**src/rtl/ttoi_pkg.sv**
```systemverilog
// Shared constants and types for the text-to-integer parser.
package ttoi_pkg;

	localparam int VALUE_WIDTH = 64;
	localparam int COUNT_WIDTH = 16;
	localparam int RADIX_WIDTH = 6;
	localparam int CHAR_WIDTH  = 8;
	localparam int DIGIT_WIDTH = 6;

	localparam logic [COUNT_WIDTH-1:0] COUNT_MAX = '1;
	localparam logic [RADIX_WIDTH-1:0] RADIX_RESET = RADIX_WIDTH'(10);
	localparam logic [RADIX_WIDTH-1:0] BASE_AUTO = RADIX_WIDTH'(0);
	localparam logic [RADIX_WIDTH-1:0] BASE_ONE = RADIX_WIDTH'(1);
	localparam logic [RADIX_WIDTH-1:0] BASE_OCT = RADIX_WIDTH'(8);
	localparam logic [RADIX_WIDTH-1:0] BASE_DEC = RADIX_WIDTH'(10);
	localparam logic [RADIX_WIDTH-1:0] BASE_HEX = RADIX_WIDTH'(16);
	localparam logic [RADIX_WIDTH-1:0] BASE_MAX = RADIX_WIDTH'(36);

	localparam logic [CHAR_WIDTH-1:0] CH_SPACE = 8'h20;
	localparam logic [CHAR_WIDTH-1:0] CH_TAB   = 8'h09;
	localparam logic [CHAR_WIDTH-1:0] CH_CR    = 8'h0D;
	localparam logic [CHAR_WIDTH-1:0] CH_PLUS  = 8'h2B;
	localparam logic [CHAR_WIDTH-1:0] CH_MINUS = 8'h2D;
	localparam logic [CHAR_WIDTH-1:0] CH_0     = 8'h30;
	localparam logic [CHAR_WIDTH-1:0] CH_9     = 8'h39;
	localparam logic [CHAR_WIDTH-1:0] CH_UA    = 8'h41;
	localparam logic [CHAR_WIDTH-1:0] CH_UZ    = 8'h5A;
	localparam logic [CHAR_WIDTH-1:0] CH_LA    = 8'h61;
	localparam logic [CHAR_WIDTH-1:0] CH_LZ    = 8'h7A;
	localparam logic [CHAR_WIDTH-1:0] CH_LX    = 8'h78;
	localparam logic [CHAR_WIDTH-1:0] CH_UX    = 8'h58;
	localparam logic [DIGIT_WIDTH-1:0] LETTER_OFFSET = DIGIT_WIDTH'(10);

	typedef struct packed {
		logic                   ws;
		logic                   sign;
		logic                   minus;
		logic                   zero;
		logic                   ex;
		logic                   digit_ok;
		logic [DIGIT_WIDTH-1:0] digit;
	} char_class_t;

endpackage

```
**src/rtl/ttoi_if.sv**
```systemverilog
// Channel interfaces: radix write, character input, parse result.
interface ttoi_cfg_if;
	logic                               valid;
	logic                               ready;
	logic [ttoi_pkg::RADIX_WIDTH-1:0]   radix;

	modport source (output valid, output radix, input ready);
	modport sink (input valid, input radix, output ready);
endinterface

interface ttoi_in_if;
	logic                               valid;
	logic                               ready;
	logic [ttoi_pkg::CHAR_WIDTH-1:0]    ch;
	logic                               first;

	modport source (output valid, output ch, output first, input ready);
	modport sink (input valid, input ch, input first, output ready);
endinterface

interface ttoi_out_if;
	logic                                   valid;
	logic                                   ready;
	logic signed [ttoi_pkg::VALUE_WIDTH-1:0] value;
	logic [ttoi_pkg::COUNT_WIDTH-1:0]       end_offset;
	logic                                   bad_base;
	logic                                   overflow;

	modport source (output valid, output value, output end_offset, output bad_base,
		output overflow, input ready);
	modport sink (input valid, input value, input end_offset, input bad_base,
		input overflow, output ready);
endinterface

```
**src/rtl/ttoi_classify.sv**
```systemverilog
// Character classifier: whitespace, sign, prefix letters and digit value.
module ttoi_classify (
	input  logic [ttoi_pkg::CHAR_WIDTH-1:0] ch,
	output ttoi_pkg::char_class_t           cls
);

	always_comb begin
		cls.ws    = (ch == ttoi_pkg::CH_SPACE) ||
			(ch inside {[ttoi_pkg::CH_TAB:ttoi_pkg::CH_CR]});
		cls.sign  = (ch == ttoi_pkg::CH_PLUS) || (ch == ttoi_pkg::CH_MINUS);
		cls.minus = (ch == ttoi_pkg::CH_MINUS);
		cls.zero  = (ch == ttoi_pkg::CH_0);
		cls.ex    = (ch == ttoi_pkg::CH_LX) || (ch == ttoi_pkg::CH_UX);
		cls.digit_ok = 1'b1;
		cls.digit    = '0;
		if (ch inside {[ttoi_pkg::CH_0:ttoi_pkg::CH_9]}) begin
			cls.digit = ttoi_pkg::DIGIT_WIDTH'(ch - ttoi_pkg::CH_0);
		end else if (ch inside {[ttoi_pkg::CH_LA:ttoi_pkg::CH_LZ]}) begin
			cls.digit = ttoi_pkg::DIGIT_WIDTH'(ch - ttoi_pkg::CH_LA) +
				ttoi_pkg::LETTER_OFFSET;
		end else if (ch inside {[ttoi_pkg::CH_UA:ttoi_pkg::CH_UZ]}) begin
			cls.digit = ttoi_pkg::DIGIT_WIDTH'(ch - ttoi_pkg::CH_UA) +
				ttoi_pkg::LETTER_OFFSET;
		end else begin
			cls.digit_ok = 1'b0;
		end
	end

endmodule

```
**src/rtl/ttoi_mac.sv**
```systemverilog
// Multiply-accumulate for one digit: acc * base + digit with carry-out detect.
module ttoi_mac (
	input  logic [ttoi_pkg::VALUE_WIDTH-1:0] acc,
	input  logic [ttoi_pkg::RADIX_WIDTH-1:0] base,
	input  logic [ttoi_pkg::DIGIT_WIDTH-1:0] digit,
	output logic [ttoi_pkg::VALUE_WIDTH-1:0] sum,
	output logic                             carry
);

	localparam int FULL_WIDTH = ttoi_pkg::VALUE_WIDTH + ttoi_pkg::RADIX_WIDTH;

	logic [FULL_WIDTH-1:0] full;

	always_comb begin
		full  = FULL_WIDTH'(acc) * FULL_WIDTH'(base) + FULL_WIDTH'(digit);
		sum   = full[ttoi_pkg::VALUE_WIDTH-1:0];
		carry = |full[FULL_WIDTH-1:ttoi_pkg::VALUE_WIDTH];
	end

endmodule

```
**src/rtl/text_to_integer_parser.sv**
```systemverilog
// Streaming strtol-style parser: one character per beat, at most one result per string.
// A beat is registered in the input register on accept, then stepped into the parse state
// and the result register once no unaccepted result is held.
// Throughput: one character per cycle; the 64x6 digit multiply-accumulate sets the cycle.
// Input stalls only while a beat waits in the input register behind a held result.
// Reset: radix returns to 10, parser waits for a character flagged as first.
module text_to_integer_parser (
	input  logic       clk,
	input  logic       arst_n,
	ttoi_cfg_if.sink   cfg,
	ttoi_in_if.sink    chars,
	ttoi_out_if.source result
);

	localparam logic [2:0] PH_DONE   = 3'd0;
	localparam logic [2:0] PH_LEAD   = 3'd1;
	localparam logic [2:0] PH_SIGNED = 3'd2;
	localparam logic [2:0] PH_ZERO   = 3'd3;
	localparam logic [2:0] PH_XSEEN  = 3'd4;
	localparam logic [2:0] PH_DIGITS = 3'd5;

	localparam int VW = ttoi_pkg::VALUE_WIDTH;
	localparam int CW = ttoi_pkg::COUNT_WIDTH;
	localparam int RW = ttoi_pkg::RADIX_WIDTH;

	logic [RW-1:0] radix_q;

	logic                           valid_s1;
	logic [ttoi_pkg::CHAR_WIDTH-1:0] ch_s1;
	logic                           first_s1;

	logic [2:0]    phase_q;
	logic          neg_q;
	logic [VW-1:0] acc_q;
	logic [RW-1:0] base_q;
	logic [CW-1:0] count_q;
	logic          ovf_q;

	logic          out_valid_q;
	logic [VW-1:0] out_value_q;
	logic [CW-1:0] out_end_q;
	logic          out_bad_q;
	logic          out_ovf_q;

	logic advance;
	logic step_go;

	ttoi_pkg::char_class_t cls;

	logic [2:0]    ph;
	logic          neg;
	logic [VW-1:0] acc;
	logic [RW-1:0] base;
	logic [CW-1:0] cnt;
	logic          ovf;
	logic [CW-1:0] cnt_inc;
	logic [RW-1:0] dbase;
	logic          d_ok;
	logic [VW-1:0] mac_sum;
	logic          mac_carry;
	logic          in_digits;
	logic          bad;

	logic [2:0]    ph_n;
	logic          neg_n;
	logic [VW-1:0] acc_n;
	logic [RW-1:0] base_n;
	logic [CW-1:0] cnt_n;
	logic          ovf_n;

	logic          emit;
	logic [VW-1:0] e_value;
	logic [CW-1:0] e_end;
	logic          e_bad;
	logic          e_ovf;

	ttoi_classify u_classify (
		.ch  (ch_s1),
		.cls (cls)
	);

	ttoi_mac u_mac (
		.acc   (acc),
		.base  (dbase),
		.digit (cls.digit),
		.sum   (mac_sum),
		.carry (mac_carry)
	);

	assign advance      = !out_valid_q || result.ready;
	assign step_go      = valid_s1 && advance;
	assign chars.ready  = !valid_s1 || advance;
	assign cfg.ready    = 1'b1;

	assign result.valid      = out_valid_q;
	assign result.value      = out_value_q;
	assign result.end_offset = out_end_q;
	assign result.bad_base   = out_bad_q;
	assign result.overflow   = out_ovf_q;

	always_comb begin
		// a first beat restarts the parse before it is stepped
		ph   = first_s1 ? PH_LEAD : phase_q;
		neg  = first_s1 ? 1'b0 : neg_q;
		acc  = first_s1 ? '0 : acc_q;
		base = first_s1 ? radix_q : base_q;
		cnt  = first_s1 ? '0 : count_q;
		ovf  = first_s1 ? 1'b0 : ovf_q;

		cnt_inc   = (cnt == ttoi_pkg::COUNT_MAX) ? cnt : cnt + 1'b1;
		dbase     = (base == ttoi_pkg::BASE_AUTO) ?
			((ph == PH_ZERO) ? ttoi_pkg::BASE_OCT : ttoi_pkg::BASE_DEC) : base;
		d_ok      = cls.digit_ok && (cls.digit < dbase);
		in_digits = ph inside {PH_ZERO, PH_XSEEN, PH_DIGITS};
		bad       = (base == ttoi_pkg::BASE_ONE) || (base > ttoi_pkg::BASE_MAX);

		ph_n   = ph;
		neg_n  = neg;
		acc_n  = acc;
		base_n = base;
		cnt_n  = cnt;
		ovf_n  = ovf;

		emit    = 1'b0;
		e_value = '0;
		e_end   = '0;
		e_bad   = 1'b0;
		e_ovf   = 1'b0;

		case (ph)
			PH_LEAD, PH_SIGNED, PH_ZERO, PH_XSEEN, PH_DIGITS: begin
				if (ph == PH_LEAD && cls.ws) begin
					cnt_n = cnt_inc;
				end else if (ph == PH_LEAD && cls.sign) begin
					neg_n = cls.minus;
					cnt_n = cnt_inc;
					ph_n  = PH_SIGNED;
				end else if ((ph inside {PH_LEAD, PH_SIGNED}) && bad) begin
					emit  = 1'b1;
					e_bad = 1'b1;
					ph_n  = PH_DONE;
				end else if ((ph inside {PH_LEAD, PH_SIGNED}) && cls.zero &&
					(base inside {ttoi_pkg::BASE_AUTO, ttoi_pkg::BASE_HEX})) begin
					cnt_n = cnt_inc;
					ph_n  = PH_ZERO;
				end else if (ph == PH_ZERO && cls.ex) begin
					cnt_n  = cnt_inc;
					base_n = ttoi_pkg::BASE_HEX;
					ph_n   = PH_XSEEN;
				end else if (ph == PH_XSEEN && !d_ok) begin
					// drop the 'x': only the leading zero counts
					emit  = 1'b1;
					e_end = (cnt == ttoi_pkg::COUNT_MAX) ? cnt : cnt - 1'b1;
					ph_n  = PH_DONE;
				end else begin
					base_n = dbase;
					if (d_ok) begin
						acc_n = mac_sum;
						ovf_n = ovf || mac_carry;
						cnt_n = cnt_inc;
						ph_n  = PH_DIGITS;
					end else begin
						emit = 1'b1;
						ph_n = PH_DONE;
						if (in_digits) begin
							e_value = neg ? (VW'(0) - acc) : acc;
							e_end   = cnt;
							e_ovf   = ovf;
						end
					end
				end
			end
			default: begin
				ph_n = PH_DONE;
			end
		endcase
	end

	always_ff @(posedge clk or negedge arst_n) begin
		if (!arst_n) begin
			radix_q     <= ttoi_pkg::RADIX_RESET;
			valid_s1    <= 1'b0;
			phase_q     <= PH_DONE;
			neg_q       <= 1'b0;
			acc_q       <= '0;
			base_q      <= '0;
			count_q     <= '0;
			ovf_q       <= 1'b0;
			out_valid_q <= 1'b0;
		end else begin
			if (cfg.valid && cfg.ready) begin
				radix_q <= cfg.radix;
			end
			if (chars.valid && chars.ready) begin
				valid_s1 <= 1'b1;
			end else if (advance) begin
				valid_s1 <= 1'b0;
			end
			if (step_go) begin
				phase_q <= ph_n;
				neg_q   <= neg_n;
				acc_q   <= acc_n;
				base_q  <= base_n;
				count_q <= cnt_n;
				ovf_q   <= ovf_n;
			end
			if (advance) begin
				out_valid_q <= valid_s1 && emit;
			end
		end
	end

	always_ff @(posedge clk) begin
		if (chars.valid && chars.ready) begin
			ch_s1    <= chars.ch;
			first_s1 <= chars.first;
		end
		if (step_go && emit) begin
			out_value_q <= e_value;
			out_end_q   <= e_end;
			out_bad_q   <= e_bad;
			out_ovf_q   <= e_ovf;
		end
	end

	a_bad_base_zero: assert property (@(posedge clk) disable iff (!arst_n)
		result.valid && result.bad_base |->
			result.value == '0 && result.end_offset == '0 && !result.overflow)
		else $error("bad base result carries nonzero fields");

	a_done_after_emit: assert property (@(posedge clk) disable iff (!arst_n)
		step_go && emit |=> phase_q == PH_DONE)
		else $error("parser not done after emitting a result");

	a_stall_cause: assert property (@(posedge clk) disable iff (!arst_n)
		!chars.ready |-> valid_s1 && out_valid_q && !result.ready)
		else $error("input stalled without a held result");

	a_prefix_counted: assert property (@(posedge clk) disable iff (!arst_n)
		(phase_q == PH_ZERO || phase_q == PH_XSEEN) |-> count_q != '0)
		else $error("prefix phase with nothing consumed");

endmodule

```
**src/flat_wrapper.sv**
```systemverilog
// flat-port wrapper written by rule: the top's interface ports become plain ports
module text_to_integer_parser_flat 
  (clk, arst_n, cfg_valid, cfg_radix, cfg_ready, chars_valid, chars_ch, chars_first, chars_ready, result_valid, result_value, result_end_offset, result_bad_base, result_overflow, result_ready);
  ttoi_cfg_if cfg_i ();
  ttoi_in_if chars_i ();
  ttoi_out_if result_i ();
  input  logic clk;
  input  logic arst_n;
  input wire logic [$bits(cfg_i.valid)-1:0] cfg_valid;
  input wire logic [$bits(cfg_i.radix)-1:0] cfg_radix;
  output wire logic [$bits(cfg_i.ready)-1:0] cfg_ready;
  input wire logic [$bits(chars_i.valid)-1:0] chars_valid;
  input wire logic [$bits(chars_i.ch)-1:0] chars_ch;
  input wire logic [$bits(chars_i.first)-1:0] chars_first;
  output wire logic [$bits(chars_i.ready)-1:0] chars_ready;
  output wire logic [$bits(result_i.valid)-1:0] result_valid;
  output wire logic [$bits(result_i.value)-1:0] result_value;
  output wire logic [$bits(result_i.end_offset)-1:0] result_end_offset;
  output wire logic [$bits(result_i.bad_base)-1:0] result_bad_base;
  output wire logic [$bits(result_i.overflow)-1:0] result_overflow;
  input wire logic [$bits(result_i.ready)-1:0] result_ready;
  assign cfg_i.valid = cfg_valid;
  assign cfg_i.radix = cfg_radix;
  assign cfg_ready = cfg_i.ready;
  assign chars_i.valid = chars_valid;
  assign chars_i.ch = chars_ch;
  assign chars_i.first = chars_first;
  assign chars_ready = chars_i.ready;
  assign result_valid = result_i.valid;
  assign result_value = result_i.value;
  assign result_end_offset = result_i.end_offset;
  assign result_bad_base = result_i.bad_base;
  assign result_overflow = result_i.overflow;
  assign result_i.ready = result_ready;
  text_to_integer_parser u_core (.clk(clk), .arst_n(arst_n), .cfg(cfg_i), .chars(chars_i), .result(result_i));
endmodule
```
**config.mk**
```make
export PLATFORM = sky130hd
export DESIGN_NAME = text_to_integer_parser_flat
export DESIGN_NICKNAME = d
export VERILOG_FILES = /design/src/rtl/ttoi_pkg.sv /design/src/rtl/ttoi_if.sv /design/src/rtl/ttoi_classify.sv /design/src/rtl/ttoi_mac.sv /design/src/rtl/text_to_integer_parser.sv /design/src/flat_wrapper.sv
export SDC_FILE = /design/constraint.sdc
export NUM_CORES = 2
export LEC_CHECK = 0
export ABC_AREA = 1
export BUFFER_PORTS_ARGS = -buffer_cell sky130_fd_sc_hd__buf_2
export CAP_MARGIN = 20
export CORE_ASPECT_RATIO = 2
export CORE_UTILIZATION = 55
export DETAILED_ROUTE_END_ITERATION = 10
export GPL_TIMING_DRIVEN = 0
export PLACE_DENSITY = 0.84
export SYNTH_ARGS = -nofsm -noshare
export SYNTH_HDL_FRONTEND = slang
export SYNTH_SLANG_ARGS = --single-unit
```
**constraint.sdc**
```tcl
create_clock -name clk -period 6.9 [get_ports clk]
set_clock_uncertainty 0.1 [all_clocks]
set_input_delay 0.345 -clock clk [delete_from_list [all_inputs] [get_ports clk]]
set_output_delay 0.345 -clock clk [all_outputs]
set_load 0.1 [all_outputs]
```
==> metrics.yaml <==
status:
  run_status: "completed"
sta:
  worst_slew_margin_rel_pct: 22.1
  grt_setup_unrepaired: "true"
  layout_setup_ws_ns: 0.0368
  timing.final.crit_period_ns: 6.86
  fraction_of_the_cycle_the_final_worst_path_needs_pct: 99.5
  finalHoldViolations: 0
  worst_slew_pin_slew_ns: 1.17
  pins_over_slew_limit: 0
  peak_clock_frequency_supported_by_timing_ghz: 0.146
  setup_violations: 0
setup_path:
  cp_data_required_time_ns: 7.16
  timing.setup.critical_path_class: "reg2reg"
  worst_r2r_startpoint: "u_core.first_s1"
  critical_path.reg2reg.endpoint: "u_core.acc_q[61]"
  cp-end-kind: "flop"
  arrival_ns: 7.13
  crit_slowest_cell: "fa_1"
  worst_setup_path_start_kind: "flop"
  critical_path.n_buffers_inverters: 7
  startpoint: "u_core.first_s1"
  ff2ff_setup_slack_ns: 0.04
  critical-path-top-cell-by-count: "nand2_1"
  max_stage_delay_ns: 0.54
  critical_path.max_fanout: 10
  critPathTopFamily: "adder cells"
  reg2reg_depth: 31
yosys:
  post_synth_inst_count: 3579
  total_nets_after_synthesis: 4014
  synth.ff_latch_count: 190
  synth-seq-area-share_pct: 20.1
  yosys_warnings: 0
  synth.distinct_cells: 65
  syn-cell-area_sq_um: 25900
  syn-mean-instance-area_sq_um: 7.24
  synth_enable_flop_cells: 91
  dominantRegCellSynth: "dfrtp_1"
  postSynth.asyncResetShare_pct: 52.1
clock_network:
  worst_setup_hold_path_clk_slew_ns: 0.07
  tritoncts: "done"
  cts-root-to-sink-buffers: 3
  cts_root_buf: "clkbuf_16"
  htreeDepth: 4
  clock_sink_count: 190
  worst_skew_pair.late_latency_ns: 0.52
  tritoncts.num_buffers: 25
die:
  start_util_pct: 55.7
  die_width_um: 155
  die_area_sq_um: 48000
  core_area_sq_um: 46500
  die_height_um: 309
  ios: 105
  placementRows: 112
power:
  share_clk_of_total_power_pct: 7.8
  p_sw_share_pct: 61.1
  irDropWorstVdd_mv: 0.280
  leakage_nw: 14.1
  power_report.internal_total_mw: 6.12
  seqPwrFrac_pct: 11.7
  power-per-cell-area_nw_per_um2: 548
  p_sw_mw: 9.60
  power_frac_comb_pct: 80.5
detailed_routing:
  vias_per_cell: 6.03
  finalWirelength_mm: 106
  drt_pre_antenna_iters: 6
  drt_drc_violations_left: 0
  drt-initial-drc-count: 2376
  ant_nets: 0
  dr_total_vias: 26400
  routed_wire_length_per_instance_um: 24.1
final_layout:
  flow.area_growth_from_synthesis_pct: 10.6
  final_layout_size_suffix_gt1_share_pct: 10.8
  layout.cells.most_common: "nand2_1"
  number_of_nets_in_the_finished_design: 4177
  layout_common_cells: "nand2_1 (693), nor2_1 (667), inv_1 (447)"
  stdcell_area_sq_um: 28700
worst_hold_path:
  worst_hold_path.endpoint: "u_core.valid_s1"
  timing.hold.worst_path_depth: 4
  worstHoldPathType: "in2reg"
  hold_start: "result_ready"
global_route:
  grt_antenna_before_repair: 3
  groute.usage.overall_pct: 45.0
  grt_start_max_net_pins: 56
  grt_remaining_overflow: 0
  first_global_vias: 26800
  grt_pass1_wl_mm: 156
placed_design:
  io_buffer_count: 103
  place_hpwl_mm: 86.3
  preCtsSetupSlack_ns: -1.11
  routabilityCongestion: 1.06
  detailed_place.area_sq_um: 27300
flow_run:
  max-cap-violations: 0
## per-stage QoR
stage | std cells | hold slack (ns) | util (%) | total power, mW | setup TNS [ns]
after global placement | 4309 | 0.364 | 58.5 | 13.6 | -252.43
after floorplan | 3579 | -0.0506 | - | 10.3 | 0
after detailed placement | 4312 | 0.354 | 58.6 | 13.8 | -25.08
after CTS | 4370 | 0.0478 | 60.9 | 15.2 | 0
final | 4379 | 0.0570 | 61.6 | 15.7 | 0
after global routing | 4375 | 0.0750 | 61.6 | 16.9 | -0.233
## kinds of logic (layout without fill, tap and decap cells)
logic type                 after synthesis  after routing  share of synthesized area (%)
AOI/OAI and AO/OA                      573            573                           12.6
xor gates and xnor gates                86             86                           2.91
adders and majority gates              415            415                           27.3
buffers and inverters                  596            765                           9.16
DFF                                    190            190                           20.1
other                                    1              5                         0.0145
and+or+nand+nor                       1718           1718                           27.8
## layer usage
| layer | track usage [%] | share of wire [%] | vias up |
|---|---|---|---|
| met5 | 0 | 0 | - |
| met4 | 49.1 | 13 | 0 |
| met3 | 10.3 | 8.1 | 590 |
| met2 | 74.8 | 47 | 1584 |
| met1 | 43.8 | 31 | 12500 |
| li1 | - | - | 11800 |
## state kept, by name, indices dropped and copies added, names as in the netlist, 3 cells and up
name and flops:
u_core.acc_q 64, u_core.base_q 6, u_core.ch_s1 8, u_core.count_q 16, u_core.phase_q 3, u_core.radix_q 6
u_core.result.end_offset 16, u_core.result.value 64
## worst min-delay path, cell delays in order
cell	delay, ns
buf_2	0.08
inv_1	0.04
nand3_1	0.10
nand2_1	0.07
## power by group through the flow
stage                     logic, mW  registers (mW)  clock network (mW)
after CTS                      12.1            1.83                1.22
after detailed placement       12.0            1.84                   0
final                          12.6            1.85                1.22
after global routing           13.8            1.87                1.26
after global placement         11.8            1.86                   0
after floorplan                7.72            2.62                   0
## what timing repair did
| item | CTS | global route |
|---|---|---|
| gates cloned | 0 | 0 |
| buffers inserted | 7 | 5 |
| pin swaps | 5 | 7 |
| hold buffers | 19 | 0 |
| resized for setup | 32 | 82 |
| endpoints found under the setup margin | 51 | 35 |
| hold endpoints to repair | 70 | 0 |
## worst max-delay path by stage
stage	end	slack (ns)	depth (start not counted)
3_3_place_gp	u_core.result.value[7]	-2.83	17
5_1_grt	u_core.acc_q[61]	-0.11	31
3_5_place_dp	u_core.acc_q[51]	-1.11	29
4_1_cts	u_core.ovf_q	0.02	30
2_1_floorplan	u_core.result.bad_base	0.17	18
6_report	u_core.acc_q[61]	0.04	31
## synthesized netlist by cell type, drive strengths merged, types with 2 or more instances
| cell | number | area (sq um) |
|---|---|---|
| nand2 | 736 | 2870 |
| nor2 | 706 | 2740 |
| inv | 476 | 1790 |
| a21oi | 266 | 1370 |
| fa | 252 | 5040 |
| o21ai | 177 | 927 |
| ha | 163 | 2040 |
| nand3 | 153 | 806 |
| dfrtp | 97 | 2430 |
| edfxtp | 91 | 2730 |
| clkbuf | 66 | 248 |
| xor2 | 66 | 578 |
| buf | 51 | 325 |
| nor3 | 48 | 303 |
| nand4 | 28 | 188 |
| or2 | 21 | 131 |
| a31oi | 20 | 125 |
| xnor2 | 20 | 175 |
| o21bai | 18 | 135 |
| nor4 | 16 | 100 |
| a211oi | 15 | 123 |
| a21o | 14 | 105 |
| a22oi | 14 | 105 |
| a311oi | 10 | 93.8 |
| a21boi | 9 | 67.6 |
| o22ai | 9 | 56.3 |
| o211ai | 8 | 60.1 |
| nand3b | 5 | 37.5 |
| clkinv | 3 | 11.3 |
| o2111ai | 3 | 26.3 |
| o21a | 3 | 22.5 |
| a221oi | 2 | 17.5 |
| a41oi | 2 | 17.5 |
| dfstp | 2 | 52.6 |
| o31ai | 2 | 15.0 |
## layout make-up
type / count / area [sq um]
clock buffers: 27 / 643
flip-flops and latches: 190 / 5210
well taps: 627 / 785
inverters: 479 / 1800
plain buffers: 115 / 593
clock inverters: 6 / 86.3
fillers: 4409 / 17900
repair buffers: 138 / 885
diodes: 4 / 10.0
multi-input cells: 2793 / 18600
No activity file was read; power rests on OpenSTA's default activity.
